[src/design/ula_pkg.sv]
// ----------------------------------------------------------------------------
// ula_pkg
// Shared constants, opcodes, command/status types and the power-up palette
// for the ULA line renderer.
// ----------------------------------------------------------------------------
package ula_pkg;

    localparam int ULA_MEM_DEPTH    = 8192;
    localparam int ULA_FLASH_FRAMES = 16;
    localparam int PALETTE_ENTRIES  = 64;
    localparam int PAL_AW           = $clog2(PALETTE_ENTRIES);
    localparam int CELLS            = 32;
    localparam int STEPS            = 2 * CELLS;

    localparam logic [12:0] ATTR_BASE = 13'd6144;

    // transaction opcodes
    localparam logic [2:0] OP_SCREEN = 3'd0;
    localparam logic [2:0] OP_BORDER = 3'd1;
    localparam logic [2:0] OP_SELECT = 3'd2;
    localparam logic [2:0] OP_DATA   = 3'd3;
    localparam logic [2:0] OP_RENDER = 3'd4;
    localparam logic [2:0] OP_TICK   = 3'd5;

    localparam logic [1:0] GROUP_MODE = 2'd1;

    typedef struct packed {
        logic       accept;     // latch the transaction fields
        logic       exec;       // carry out a bus event
        logic       border_rd;  // palette lookup for a border write
        logic       clear;      // one step of the screen clearing pass
        logic       rd_issue;   // screen read for rendering
        logic       rd_bmp;     // 0 attribute, 1 bitmap
        logic [4:0] column;
    } ula_cmd_t;

    typedef struct packed {
        logic clear_last;
    } ula_status_t;

    localparam logic [7:0] PAL_DEFAULT [PALETTE_ENTRIES] = '{
        8'h00, 8'h02, 8'h18, 8'h1b, 8'hc0, 8'hc3, 8'hd8, 8'hdb,
        8'h00, 8'h02, 8'h18, 8'h1b, 8'hc0, 8'hc3, 8'hd8, 8'hdb,
        8'h00, 8'h03, 8'h1c, 8'h1f, 8'he0, 8'he3, 8'hfc, 8'hff,
        8'h00, 8'h03, 8'h1c, 8'h1f, 8'he0, 8'he3, 8'hfc, 8'hff,
        8'hdb, 8'hd8, 8'hc3, 8'hc0, 8'h1b, 8'h18, 8'h02, 8'h00,
        8'hdb, 8'hd8, 8'hc3, 8'hc0, 8'h1b, 8'h18, 8'h02, 8'h00,
        8'hff, 8'hfc, 8'he3, 8'he0, 8'h1f, 8'h1c, 8'h03, 8'h00,
        8'hff, 8'hfc, 8'he3, 8'he0, 8'h1f, 8'h1c, 8'h03, 8'h00
    };

endpackage

[src/design/ula_ctrl.sv]
// ----------------------------------------------------------------------------
// ula_ctrl
// Sequencer: clearing pass after reset, bus event execution and the
// 64-step read schedule of a line render.
// ----------------------------------------------------------------------------
module ula_ctrl
    import ula_pkg::*;
(
    input  logic        clk,
    input  logic        rst_n,
    input  logic        start,
    input  logic [2:0]  command,
    input  ula_status_t status,
    output ula_cmd_t    cmd,
    output logic        busy
);

    localparam logic [2:0] S_CLEAR  = 3'd0;
    localparam logic [2:0] S_IDLE   = 3'd1;
    localparam logic [2:0] S_EXEC   = 3'd2;
    localparam logic [2:0] S_BREAD  = 3'd3;
    localparam logic [2:0] S_RENDER = 3'd4;
    localparam logic [2:0] S_DRAIN  = 3'd5;

    localparam int SW = $clog2(STEPS);

    logic [2:0]    state_reg, state_next;
    logic [SW-1:0] step_reg, step_next;
    logic          accept;

    assign busy   = (state_reg != S_IDLE);
    assign accept = start && !busy;

    always_comb
    begin
        state_next    = state_reg;
        step_next     = step_reg;
        cmd           = '0;
        cmd.accept    = accept;
        cmd.rd_bmp    = step_reg[0];
        cmd.column    = step_reg[SW-1:1];
        unique case (state_reg)
            S_CLEAR:
            begin
                cmd.clear = 1'b1;
                if (status.clear_last)
                begin
                    state_next = S_IDLE;
                end
            end
            S_IDLE:
            begin
                if (accept)
                begin
                    step_next = '0;
                    if (command == OP_RENDER)
                    begin
                        state_next = S_RENDER;
                    end
                    else if (command == OP_BORDER)
                    begin
                        state_next = S_BREAD;
                    end
                    else
                    begin
                        state_next = S_EXEC;
                    end
                end
            end
            S_BREAD:
            begin
                cmd.border_rd = 1'b1;
                state_next    = S_EXEC;
            end
            S_EXEC:
            begin
                cmd.exec   = 1'b1;
                state_next = S_IDLE;
            end
            S_RENDER:
            begin
                cmd.rd_issue = 1'b1;
                step_next    = step_reg + 1'b1;
                if (step_reg == SW'(STEPS - 1))
                begin
                    state_next = S_DRAIN;
                end
            end
            S_DRAIN:
            begin
                state_next = S_IDLE;
            end
            default:
            begin
                state_next = S_IDLE;
            end
        endcase
    end

    always_ff @(posedge clk or negedge rst_n)
    begin
        if (!rst_n)
        begin
            state_reg <= S_CLEAR;
            step_reg  <= '0;
        end
        else
        begin
            state_reg <= state_next;
            step_reg  <= step_next;
        end
    end

endmodule

[config.mk]
export PLATFORM = sky130hd
export DESIGN_NAME = ula_ctrl
export DESIGN_NICKNAME = d
export VERILOG_FILES = /design/src/design/ula_pkg.sv /design/src/design/ula_ctrl.sv
export SDC_FILE = /design/constraint.sdc
export NUM_CORES = 1
export LEC_CHECK = 0
export BUFFER_PORTS_ARGS = -buffer_cell sky130_fd_sc_hd__buf_4
export CORE_AREA = 8 8 45 47
export CTS_BUF_LIST = sky130_fd_sc_hd__clkbuf_2 sky130_fd_sc_hd__clkbuf_4 sky130_fd_sc_hd__clkbuf_8
export DETAILED_ROUTE_END_ITERATION = 6
export DIE_AREA = 0 0 53 55
export MAX_ROUTING_LAYER = met4
export PLACE_DENSITY = 0.68
export RECOVER_POWER = 25
export SLEW_MARGIN = 25
export SYNTH_ARGS = -nofsm -noshare
export SYNTH_HDL_FRONTEND = slang
export SYNTH_SLANG_ARGS = --single-unit
[constraint.sdc]
create_clock -name clk -period 1.8 [get_ports clk]
set_input_delay 0.36 -clock clk [delete_from_list [all_inputs] [get_ports clk]]
set_output_delay 0.36 -clock clk [all_outputs]
set_load 0.01 [all_outputs]
==> impl_summary.md <==
Synth
Of the post-synthesis cell area, the dominant cell type holds 0.413. In this run the cell area of the synthesized design comes to 546 µm². The biggest area contributor in the post-synthesis netlist is sky130_fd_sc_hd__dfrtp_1.

Counting flops and latches in the post-synthesis netlist gives 9. Synthesis produced a netlist whose cell count is 60. The count of different cell masters after synthesis is 30.

Counting flops with a built-in enable in the synthesized netlist gives 0. The share of the Yosys chip area taken by registers is 0.413. The Yosys step of the flow raised 0 warnings. A synthesized cell averages 9.09 µm². The number of nets handed over by synthesis was 68. The most frequently used flop master after synthesis is sky130_fd_sc_hd__dfrtp_1. The fraction of synthesis flops using an asynchronous set or reset pin is 1.00. By area the synthesized netlist is led by sky130_fd_sc_hd__dfrtp_1 (41%), sky130_fd_sc_hd__a21oi_1 (4.6%), sky130_fd_sc_hd__a31oi_1 (3.4%).

Layout
The register with the most flip-flops in the layout has 6 of them. The ratio of cells with drive above 1 in the final layout is 0.325. The number of nets in the layout is 89.

0 antenna diodes ended up in the layout. The most common library cell in the layout ignoring fill and taps is sky130_fd_sc_hd__buf_4. Relative to the synthesized area, the layout overhead comes to 31.0%. The filler cells instantiated in the layout total 151. The library cells used most frequently in the layout, excluding fill and tap cells, are sky130_fd_sc_hd__buf_4 (17), sky130_fd_sc_hd__dfrtp_1 (8), sky130_fd_sc_hd__nor2_1 (5), sky130_fd_sc_hd__nand2_1 (5), sky130_fd_sc_hd__a21oi_1 (5).

Measured on the finished design, the core utilization comes to 0.516.

GRT
The overall routing resource usage is 0.104. The number of antenna violations at the first check in global routing came to 0. The total overflow left after global routing is 0. The first-pass GRT wire length is 2190 µm.

The maximum number of pins on one net before global-route repair is 11. The number of global-route vias before repair is 516.

Route
The detailed-route wire length on metal 1 is 562 µm. The uppermost signal routing layer after detailed routing is met4. The wire length on met2 is 517 µm. Once detail routing completed, the nets flagged for antenna violations numbered 0.

Using the TritonRoute via totals, the vias-per-cell ratio works out to 5.41. Wire segments on met3 add up to 153 µm in the final route. Before antenna repair, the detailed router went through 4 iterations. The average routed wire per standard cell is 13.2 µm. The count of vias placed by the detailed router is 519. In this run, the number of DRC markers left after iteration 0 of detailed routing was 13.

In the routed design, unresolved DRC markers number 0. The aggregate routed wire length is 1270 µm.

STA
The transition at the pin with the smallest max-transition slack is 0.554 ns. The number of pins exceeding their max-slew limit in the final report is 0. Measured against its own limit, the worst slew margin works out to 0.621. Setup repair after global routing left no endpoint under its margin. Setup violations remaining at the end of the flow were counted as 0.

The routed design could run at a clock period as short as 1.74 ns. The post-route clock skew is 0.00265 ns. Based on the critical path, the design can be clocked at up to 573 MHz.

The final-report hold violation count was 0. The share of the cycle needed by the critical path after routing is 0.969. In the final timing run, aggregate negative setup slack is 0 ns.

Worst setup path
The required time at the endpoint of the critical path is 1.44 ns. The data arrival time of the critical path is 1.38 ns. STA classifies the critical path endpoint as an output port. The critical path class is reg -> out. On the critical path, the stage with the largest delay is an instance of sky130_fd_sc_hd__dfrtp_2. The cell family contributing the most delay on the critical path is flip-flops. The worst setup path is launched from a flop. The maximum fanout encountered on the critical timing path is 10.

Counting both buffers and inverters, the worst setup path holds a total of 2. The longest individual stage delay on the worst path is 0.46 ns. Traced cell by cell, the critical path runs through or3b_4 -> clkinv_4 -> buf_4.

Power
The total power per unit cell area is 1310 mW/mm². VDD sags by at most 0.643 mV. For this design the static power due to leakage is 0.326 nW.

Place
Buffers placed on the I/O ports in this run total 18. Once detailed placement completed, the half-perimeter wirelength came to 1000 µm. The placer's final routability congestion estimate is 0.757.

Floorplanning
The floorplan step defined a die boundary enclosing 0.00292 mm². The die is 55 µm tall. The initial utilization of the core area, before any placement, comes to 0.394. The number of placement rows is 14.

The horizontal die dimension is 53 µm. The standard cell core area is 0.00138 mm². The number of top-level pins is 19.

Worst hold path
The class of the tightest hold or removal check is in -> reg.

Clock network
The maximum clock insertion buffer count is 2. Post-CTS timing repair inserted 0 buffers for setup. TritonCTS built the clock tree. The clock input transition at the sequential cells of the worst setup and hold paths is 0.06 ns.

In this run the number of H-tree levels came out at 1. Clock latency on the worst-skew pair, taken at its later pin, is 0.26 ns. The number of sinks handled by clock tree synthesis is 9. In this run the clock root is driven by a sky130_fd_sc_hd__clkbuf_4. The number of clock buffers added by TritonCTS is 3.

Job
Max-cap violations in this run came to 0.

Outcome
The flow ran to the end, and the final reports show no timing, DRC or antenna violations.
## Yosys cell counts, types with 2 or more instances
cell type / count
sky130_fd_sc_hd__dfrtp_1: 9
sky130_fd_sc_hd__a21oi_1: 5
sky130_fd_sc_hd__nand2_1: 5
sky130_fd_sc_hd__nor2_1: 5
sky130_fd_sc_hd__inv_1: 4
sky130_fd_sc_hd__a31oi_1: 3
sky130_fd_sc_hd__nor2b_1: 3
sky130_fd_sc_hd__and3_1: 2
sky130_fd_sc_hd__nand3_1: 2
sky130_fd_sc_hd__nor3_1: 2
## metal layers
layer / track usage / up-vias
met1: 0.116 / 235
met2: 0.150 / 24
met3: 0.0348 / 3
met5: - / -
li1: - / 257
met4: 0.0776 / 0
## repair_timing
action,in CTS,in global routing
hold endpoints to repair,9,0
gates resized for setup,0,1
setup endpoints to repair,0,1
hold buffers,1,0
## kinds of logic after synthesis
family | after synthesis | synth area share
simple gates | 25 | 0.255
compound gates | 16 | 0.206
flops | 9 | 0.413
buf+inv | 8 | 0.0871
xor+xnor | 1 | 0.0161
fa+ha+maj | 1 | 0.0229
## through the flow
stage / setup WS (ns) / power, mW / hold WS (ns) / cells / instance area (µm²)
after floorplan: 0.448 / 0.613 / 0.0644 / 60 / 546
after global placement: 0.332 / 0.768 / 0.189 / 91 / 677
after detailed placement: 0.313 / 0.773 / 0.189 / 91 / 677
after CTS: 0.0241 / 0.947 / 0.317 / 96 / 717
after global routing: 0.00206 / 1.02 / 0.337 / 96 / 714
final: 0.0561 / 0.935 / 0.318 / 96 / 714
## power by group
| part | switching [mW] | internal, mW |
|---|---|---|
| clock network | 0.0672 | 0.100 |
| logic | 0.196 | 0.204 |
| registers | 0.105 | 0.262 |
| total | 0.369 | 0.566 |
## cell type report
| class | count | area, µm² | share of cell area |
|---|---|---|---|
| multi-input combinational | 43 | 273 | 0.382 |
| clock buffer | 4 | 30.0 | 0.0420 |
| tap | 16 | 20.0 | 0.0280 |
| inverter | 5 | 23.8 | 0.0333 |
| sequential | 9 | 226 | 0.317 |
| timing repair buffer | 19 | 141 | 0.198 |
## worst paths after layout
kind / startpoint / end / slack, ns / depth (start not counted)
worst max-delay path: state_reg[0] / cmd[6] / 0.06 / 3
worst min-delay path: start / state_reg[0] / 0.32 / 2
worst max register to register: state_reg[0] / step_reg[5] / 0.39 / 3
worst min register to register: step_reg[3] / step_reg[3] / 0.54 / 1
max in group asynchronous: rst_n / state_reg[0] / 0.86 / 2
min in group asynchronous: rst_n / step_reg[1] / 0.57 / 2
Note: power is estimated with default switching activity, not from simulation.
